$ cat src/rtl/core/frec_pkg.sv
// shared types and constants for the framed record envelope checker
package frec_pkg;

    localparam int POS_W = 33;
    localparam logic [POS_W-1:0] POS_MAX = {POS_W{1'b1}};
    localparam logic [POS_W-1:0] HDR_POS = 33'd24;
    localparam logic [31:0] HDR_LIMIT = 32'd24;

    localparam logic [63:0] FNV_BASIS = 64'hCBF2_9CE4_8422_2325;

    localparam logic [7:0] MAGIC_WORD [4] = '{8'h53, 8'h57, 8'h4D, 8'h50};

    localparam logic [15:0] PROTOCOL_RESET = 16'd1;
    localparam logic [31:0] MAX_TOTAL_RESET = 32'd65536;

    typedef enum logic [0:0] {
        REG_PROTOCOL_NUMBER = 1'b0,
        REG_MAX_TOTAL_BYTES = 1'b1
    } reg_index_t;

    typedef enum logic [2:0] {
        ST_OK        = 3'd0,
        ST_LIMIT     = 3'd1,
        ST_TRUNCATED = 3'd2,
        ST_MAGIC     = 3'd3,
        ST_VERSION   = 3'd4,
        ST_INVALID   = 3'd5,
        ST_TRAILING  = 3'd6,
        ST_CHECKSUM  = 3'd7
    } status_t;

    typedef struct packed {
        logic       payload_valid;
        logic [7:0] payload_byte;
        logic       done_res;
        status_t    status;
    } frec_result_t;

endpackage

$ cat src/rtl/core/frec_hash.sv
// one fnv-1a 64-bit step, prime multiply as shift-add
module frec_hash (
    input  logic [63:0] hash_in,
    input  logic [7:0]  data_byte,
    output logic [63:0] hash_out
);
    import frec_pkg::*;

    logic [63:0] mixed;

    // prime is 2^40 + 2^8 + 0xb3
    always_comb
    begin
        mixed = hash_in ^ {56'd0, data_byte};
        hash_out = (mixed << 40) + (mixed << 8) + (mixed << 7) + (mixed << 5)
                 + (mixed << 4) + (mixed << 1) + mixed;
    end

endmodule

$ cat src/rtl/core/frec_core.sv
// envelope capture, payload hashing and final status for one byte per cycle while advance is high
module frec_core (
    input  logic                  clk,
    input  logic                  rst_n,
    input  logic                  advance,
    input  logic [7:0]            data_byte,
    input  logic                  last_byte,
    input  logic [15:0]           protocol_number,
    input  logic [31:0]           max_total_bytes,
    output frec_pkg::frec_result_t result
);
    import frec_pkg::*;

    logic [POS_W-1:0] pos_reg, pos_next;
    logic             magic_bad_reg, magic_bad_next;
    logic [15:0]      protocol_seen_reg, protocol_seen_next;
    logic [15:0]      reserved_seen_reg, reserved_seen_next;
    logic [63:0]      declared_length_reg, declared_length_next;
    logic [63:0]      expected_hash_reg, expected_hash_next;
    logic [63:0]      running_hash_reg, running_hash_next;

    logic [63:0]      hash_step;
    logic [POS_W-1:0] body_pos;
    logic [POS_W-1:0] body_size;
    logic             in_payload;
    status_t          final_status;

    frec_hash u_hash (
        .hash_in  (running_hash_reg),
        .data_byte(data_byte),
        .hash_out (hash_step)
    );

    always_comb
    begin
        magic_bad_next       = magic_bad_reg;
        protocol_seen_next   = protocol_seen_reg;
        reserved_seen_next   = reserved_seen_reg;
        declared_length_next = declared_length_reg;
        expected_hash_next   = expected_hash_reg;
        running_hash_next    = running_hash_reg;
        in_payload           = 1'b0;
        body_pos             = pos_reg - HDR_POS;

        if (pos_reg < 33'd4)
        begin
            magic_bad_next = magic_bad_reg | (data_byte != MAGIC_WORD[pos_reg[1:0]]);
        end
        else if (pos_reg < 33'd6)
        begin
            protocol_seen_next[{pos_reg[0], 3'b000} +: 8] = data_byte;
        end
        else if (pos_reg < 33'd8)
        begin
            reserved_seen_next[{pos_reg[0], 3'b000} +: 8] = data_byte;
        end
        else if (pos_reg < 33'd16)
        begin
            declared_length_next[{pos_reg[2:0], 3'b000} +: 8] = data_byte;
        end
        else if (pos_reg < HDR_POS)
        begin
            expected_hash_next[{pos_reg[2:0], 3'b000} +: 8] = data_byte;
        end
        else if ({31'd0, body_pos} < declared_length_reg)
        begin
            in_payload        = 1'b1;
            running_hash_next = hash_step;
        end

        // counter holds at all ones
        pos_next  = (pos_reg == POS_MAX) ? POS_MAX : pos_reg + 33'd1;
        body_size = pos_next - HDR_POS;
    end

    // first failing check wins
    always_comb
    begin
        if (max_total_bytes < HDR_LIMIT)
            final_status = ST_INVALID;
        else if (pos_next > {1'b0, max_total_bytes})
            final_status = ST_LIMIT;
        else if (pos_next < HDR_POS)
            final_status = ST_TRUNCATED;
        else if (magic_bad_next)
            final_status = ST_MAGIC;
        else if (declared_length_next > {32'd0, max_total_bytes - HDR_LIMIT})
            final_status = ST_LIMIT;
        else if (protocol_seen_next != protocol_number)
            final_status = ST_VERSION;
        else if (reserved_seen_next != 16'd0)
            final_status = ST_INVALID;
        else if (declared_length_next > {31'd0, body_size})
            final_status = ST_TRUNCATED;
        else if (declared_length_next < {31'd0, body_size})
            final_status = ST_TRAILING;
        else if (running_hash_next != expected_hash_next)
            final_status = ST_CHECKSUM;
        else
            final_status = ST_OK;
    end

    always_comb
    begin
        result.payload_valid = in_payload;
        result.payload_byte  = in_payload ? data_byte : 8'd0;
        result.done_res      = last_byte;
        result.status        = last_byte ? final_status : ST_OK;
    end

    always_ff @(posedge clk or negedge rst_n)
    begin
        if (!rst_n)
        begin
            pos_reg             <= '0;
            magic_bad_reg       <= 1'b0;
            protocol_seen_reg   <= '0;
            reserved_seen_reg   <= '0;
            declared_length_reg <= '0;
            expected_hash_reg   <= '0;
            running_hash_reg    <= FNV_BASIS;
        end
        else if (advance)
        begin
            if (last_byte)
            begin
                pos_reg             <= '0;
                magic_bad_reg       <= 1'b0;
                protocol_seen_reg   <= '0;
                reserved_seen_reg   <= '0;
                declared_length_reg <= '0;
                expected_hash_reg   <= '0;
                running_hash_reg    <= FNV_BASIS;
            end
            else
            begin
                pos_reg             <= pos_next;
                magic_bad_reg       <= magic_bad_next;
                protocol_seen_reg   <= protocol_seen_next;
                reserved_seen_reg   <= reserved_seen_next;
                declared_length_reg <= declared_length_next;
                expected_hash_reg   <= expected_hash_next;
                running_hash_reg    <= running_hash_next;
            end
        end
    end

    a_rearm: assert property (@(posedge clk) disable iff (!rst_n)
        advance && last_byte |=> pos_reg == '0 && running_hash_reg == FNV_BASIS)
        else $error("state not cleared after final byte");

    a_pos_grows: assert property (@(posedge clk) disable iff (!rst_n)
        advance && !last_byte |=> pos_reg >= $past(pos_reg) && pos_reg != '0)
        else $error("byte counter went backwards");

    a_payload_after_header: assert property (@(posedge clk) disable iff (!rst_n)
        result.payload_valid |-> pos_reg >= HDR_POS)
        else $error("payload flagged inside envelope");

endmodule

$ cat src/rtl/core/framed_record_envelope_checker_top.sv
// top level: config registers, input register and result register around the checker
// Takes one byte of an encoded buffer per transfer and returns one result per byte,
// with a sustained rate of one byte per clock cycle while result_ready stays high. The
// result is registered: the byte is held in an input register, goes through one
// combinational pass (envelope capture, the fnv-1a multiply done as a shift-add, and
// the status checks) and lands in a result register once that register is free.
// A new byte is taken while a result still waits.
// payload bytes appear with payload_valid set; the byte marked last carries done_res and
// the status code, after which the checker is ready for a new buffer. protocol_number sits
// at address 0 and max_total_bytes at address 4; write them only while no bytes are in flight.
module framed_record_envelope_checker_top (
    input  logic                clk,
    input  logic                rst_n,
    input  logic                psel,
    input  logic                penable,
    input  logic                pwrite,
    input  logic [2:0]          paddr,
    input  logic [31:0]         pwdata,
    output logic [31:0]         prdata,
    output logic                pready,
    input  logic                item_valid,
    output logic                item_ready,
    input  logic [7:0]          data_byte,
    input  logic                last_byte,
    output logic                result_valid,
    input  logic                result_ready,
    output logic                payload_valid,
    output logic [7:0]          payload_byte,
    output logic                done_res,
    output logic [2:0]          status
);
    import frec_pkg::*;

    logic [15:0]  protocol_number_reg, protocol_number_next;
    logic [31:0]  max_total_bytes_reg, max_total_bytes_next;
    logic         in_valid_reg, in_valid_next;
    logic [7:0]   in_byte_reg;
    logic         in_last_reg;
    logic         out_valid_reg, out_valid_next;
    frec_result_t out_result_reg;
    frec_result_t core_result;
    logic         out_free;
    logic         advance;
    logic         cfg_write;
    reg_index_t   cfg_index;

    assign pready    = 1'b1;
    assign cfg_write = psel & penable & pwrite;
    assign cfg_index = reg_index_t'(paddr[2]);

    always_comb
    begin
        protocol_number_next = protocol_number_reg;
        max_total_bytes_next = max_total_bytes_reg;
        if (cfg_write)
        begin
            case (cfg_index)
                REG_PROTOCOL_NUMBER: protocol_number_next = pwdata[15:0];
                REG_MAX_TOTAL_BYTES: max_total_bytes_next = pwdata;
                default: ;
            endcase
        end
    end

    always_comb
    begin
        case (cfg_index)
            REG_PROTOCOL_NUMBER: prdata = {16'd0, protocol_number_reg};
            REG_MAX_TOTAL_BYTES: prdata = max_total_bytes_reg;
            default:             prdata = 32'd0;
        endcase
    end

    // the pipeline moves when the result register is free or being emptied
    assign out_free   = !out_valid_reg || result_ready;
    assign advance    = in_valid_reg && out_free;
    assign item_ready = !in_valid_reg || advance;

    always_comb
    begin
        in_valid_next = in_valid_reg;
        if (item_valid && item_ready)
            in_valid_next = 1'b1;
        else if (advance)
            in_valid_next = 1'b0;

        out_valid_next = out_valid_reg;
        if (advance)
            out_valid_next = 1'b1;
        else if (result_ready)
            out_valid_next = 1'b0;
    end

    frec_core u_core (
        .clk            (clk),
        .rst_n          (rst_n),
        .advance        (advance),
        .data_byte      (in_byte_reg),
        .last_byte      (in_last_reg),
        .protocol_number(protocol_number_reg),
        .max_total_bytes(max_total_bytes_reg),
        .result         (core_result)
    );

    always_ff @(posedge clk or negedge rst_n)
    begin
        if (!rst_n)
        begin
            protocol_number_reg <= PROTOCOL_RESET;
            max_total_bytes_reg <= MAX_TOTAL_RESET;
            in_valid_reg        <= 1'b0;
            out_valid_reg       <= 1'b0;
        end
        else
        begin
            protocol_number_reg <= protocol_number_next;
            max_total_bytes_reg <= max_total_bytes_next;
            in_valid_reg        <= in_valid_next;
            out_valid_reg       <= out_valid_next;
        end
    end

    always_ff @(posedge clk)
    begin
        if (item_valid && item_ready)
        begin
            in_byte_reg <= data_byte;
            in_last_reg <= last_byte;
        end
        if (advance)
            out_result_reg <= core_result;
    end

    assign result_valid  = out_valid_reg;
    assign payload_valid = out_result_reg.payload_valid;
    assign payload_byte  = out_result_reg.payload_byte;
    assign done_res      = out_result_reg.done_res;
    assign status        = out_result_reg.status;

    a_status_only_when_done: assert property (@(posedge clk) disable iff (!rst_n)
        result_valid && !done_res |-> status == ST_OK)
        else $error("status given on a byte that is not final");

    a_byte_zero_outside: assert property (@(posedge clk) disable iff (!rst_n)
        result_valid && !payload_valid |-> payload_byte == 8'd0)
        else $error("byte passed outside payload");

    a_input_held: assert property (@(posedge clk) disable iff (!rst_n)
        in_valid_reg && !advance |=> in_valid_reg && $stable(in_byte_reg)
            && $stable(in_last_reg))
        else $error("held input byte lost");

endmodule

$ cat config.mk
export PLATFORM = sky130hd
export DESIGN_NAME = framed_record_envelope_checker_top
export DESIGN_NICKNAME = d
export VERILOG_FILES = /design/src/rtl/core/frec_pkg.sv /design/src/rtl/core/frec_hash.sv /design/src/rtl/core/frec_core.sv /design/src/rtl/core/framed_record_envelope_checker_top.sv
export SDC_FILE = /design/constraint.sdc
export NUM_CORES = 2
export LEC_CHECK = 0
export ABC_AREA = 1
export BUFFER_PORTS_ARGS = -buffer_cell sky130_fd_sc_hd__clkbuf_2
export CORE_ASPECT_RATIO = 0.9
export CORE_UTILIZATION = 50
export CTS_BUF_LIST = sky130_fd_sc_hd__clkbuf_8
export DETAILED_ROUTE_END_ITERATION = 10
export PLACE_DENSITY = 0.63
export SLEW_MARGIN = 20
export SYNTH_ARGS = -nofsm -noshare
export SYNTH_HDL_FRONTEND = slang
export SYNTH_SLANG_ARGS = --single-unit
$ cat constraint.sdc
create_clock -name clk -period 12.4 [get_ports clk]
set_input_delay 0.62 -clock clk [delete_from_list [all_inputs] [get_ports clk]]
set_output_delay 0.62 -clock clk [all_outputs]
set_load 0.02 [all_outputs]
==> out/qor.yml <==
detailed_routing:
  viasPerCell: 5.50
  drtIter0Drc: 3176
  drt_wl_total_mm: 123
  drc: 0
  ant_nets: 0
  num_vias: 32400
  wl_per_cell_um: 20.9
  dr.pass1.iters: 5
clocking:
  hold_buffers: 0
  postCtsSetupBuffers: 0
  htree_levels: 2
  cts_tree: "yes"
  cts-buffers-inserted: 59
  clk_pin_slew_ns: 0.06
  numClockSinks: 330
  clock_path_buffers: 3
  post_cts_resized: 0
  cts-root-buf: "clkbuf_8"
  clock_latency_ns: 0.69
placed_design:
  portBuffers: 95
  hpwl_mm: 98.6
  dp.cells: 5776
  place_congestion: 1.02
die:
  core_area_um2: 68800
  initial_core_util_pct: 50.7
  boundaryPins: 99
  dieWidth_um: 280
  dieArea_um2: 70800
  std_cell_rows: 91
  die_y_um: 252
sta:
  setup_viol: 0
  min_period_ns: 7.57
  fmax_mhz: 132
  slew_headroom_pct: 20.2
  rsz0062_at_grt: "false"
  skew_ns: 0.0418
  finalSetupTns_ns: 0
  whs_ns: -0.0105
  drv_slew: 0
  tightestPinTransition_ns: 1.19
  finalHoldViolations: 12
  finalCritPeriodShare_pct: 61.1
synthesis:
  synthCells: 4841
  synth_top_area_share_pct: 20.0
  avgSynthCellArea_um2: 7.20
  synth_largest_area_cell: "dfrtp_1"
  synth_seq_cells: 330
  synth-edff-count: 22
  synthArstFlopShare_pct: 93.3
  yosysWarnings: 0
  synth_nets: 5375
  synthTopCellsByArea: "dfrtp_1, fa_1, nand2_1, inv_1, ha_1"
  ys_types: 70
  synth_ff_type: "dfrtp_1"
  synth_seq_area_share_pct: 24.1
  netlist_area_um2: 34900
global_route:
  grt_pass1_wl_mm: 185
  gr-max-usage-layer: "met1"
  grt_start_max_net_pins: 149
  overflow: 0
  grt_pass1_vias: 29800
  antenna_found_initial: 1
  use_met2_pct: 46.5
  grt_usage_pct: 35.1
  grt.met3_usage_pct: 9.96
  met1_usage_pct: 55.5
worst_hold_path:
  hold_path_class: "in -> async"
final_layout:
  layout_commonest_cell: "nand2_1"
  final_nets: 5441
  final_cell_mix: "nand2_1, inv_1, o21ai_0, nor2_1, dfrtp_1"
  areaGrowthSynthToFinish_pct: 7.47
  fin_cells: 5887
  drive_gt1_share_pct: 7.12
run_status:
  violations: "negative hold slack"
  outcome: "finished, violations left"
power_and_ir_drop:
  total_power_mw: 3.84
  powerDensity_nw_per_um2: 102
  p_leak_nw: 19.8
  peakVddDrop_uv: 98.3
job:
  max-cap-violations: 0
worst_setup_path:
  crit_required_ns: 12.84
  crit_fanout: 6
  critPathArrivalTime_ns: 8.02
  cp_slowest_cell: "edfxtp_1"
  path_class: "reg -> reg"
  crit_path_max_incr_delay_ns: 0.63
  cpMostUsedCell: "nand2_1"
  end_kind: "register"
  crit_path_start_kind: "register"
-- metrics by stage --
step | utilization (%) | setup slack (ns) | instance area (um^2) | hold WS [ns]
floorplan | - | 6.74 | 34900 | 0.324
global placement | 52.7 | 4.96 | 36200 | 0.461
detailed placement | 52.7 | 5.01 | 36200 | 0.468
CTS | 54.5 | 4.99 | 37400 | 0.0287
global route | 54.5 | 4.48 | 37500 | 0.0729
finish | 54.5 | 4.83 | 37500 | -0.0105
-- cell families after synthesis --
family | after synthesis | synth area share, %
AOI/OAI and AO/OA | 780 | 12.4
xor gates and xnor gates | 183 | 4.60
adders and majority gates | 483 | 22.5
buffers and inverters | 1140 | 12.7
DFF | 330 | 24.1
other | 1 | 0.0108
and+or+nand+nor | 1924 | 23.7
-- area by class of cell --
type / instances / area (um^2)
Clock inverter: 35 / 204
Fill cell: 6950 / 31300
Clock buffer: 75 / 1030
Timing Repair Buffer: 131 / 768
Multi-Input combinational cell: 3371 / 22100
Tap cell: 930 / 1160
Inverter: 1014 / 3830
Sequential cell: 330 / 8410
Antenna cell: 1 / 2.50
-- final timing paths --
path                                                               start                                        to  slack [ns]  depth (start not counted)
max in group asynchronous                                          rst_n       protocol_number_reg[14]$_DFFE_PN0P_       10.03                          3
worst max register to register                  in_byte_reg[2]$_DFFE_PP_                   status[0]$_SDFFCE_PN0P_        4.83                         33
worst min register to register  u_core.expected_hash_reg[55]$_DFFE_PN0P_  u_core.expected_hash_reg[55]$_DFFE_PN0P_        0.48                          2
worst min-delay path                                               rst_n   u_core.running_hash_reg[58]$_DFFE_PN0P_       -0.01                          1
min in group clk                                            data_byte[1]                  in_byte_reg[1]$_DFFE_PP_        0.11                          1
worst max-delay path                            in_byte_reg[2]$_DFFE_PP_                   status[0]$_SDFFCE_PN0P_        4.83                         33
-- synth_stat cells, types with 6 or more instances --
cell type and count:
fa_1 240, ha_1 243, nand2_1 1109, dfrtp_1 278
a21oi_1 172, dfstp_2 30, a31oi_1 7, or2_2 6
edfxtp_1 22, xor2_1 151, buf_2 20, o21a_1 23
o21ai_0 357, buf_4 9, clkbuf_1 86, nor3_1 45
nand3_1 234, nor2_2 15, o21bai_1 7, buf_6 7
nand3b_1 22, inv_2 34, o21ai_1 23, a211oi_1 6
nand4_1 74, inv_1 972, nor2_1 348, nand2_2 13
a21o_1 6, o211ai_1 9, xnor2_1 32, nor4_1 22
o22ai_1 151
-- layer usage --
layer | share of wire, % | wire length (um)
met3 | 11 | 13600
met4 | 1.7 | 2120
met1 | 48 | 59500
met2 | 39 | 47700
met5 | 0.044 | 54
-- power by group --
part           internal [mW]  total (mW)  switching [mW]
Clock                  0.584        1.10           0.518
Combinational          0.447        1.54            1.09
Sequential              1.14        1.20          0.0559
Total                   2.17        3.84            1.66
-- critical path, delay by kind of cell, from the launching register on --
kind / cells / cell delay, ns
AO/OA/AOI/OAI: 5 / 1.36
adder cells (fa/ha/maj): 5 / 2.47
AND/OR/NAND/NOR: 19 / 1.90
flip-flops: 1 / 0.63
buffers and inverters: 3 / 0.33
XOR/XNOR: 1 / 0.60
(Power assumes the default switching activity.)
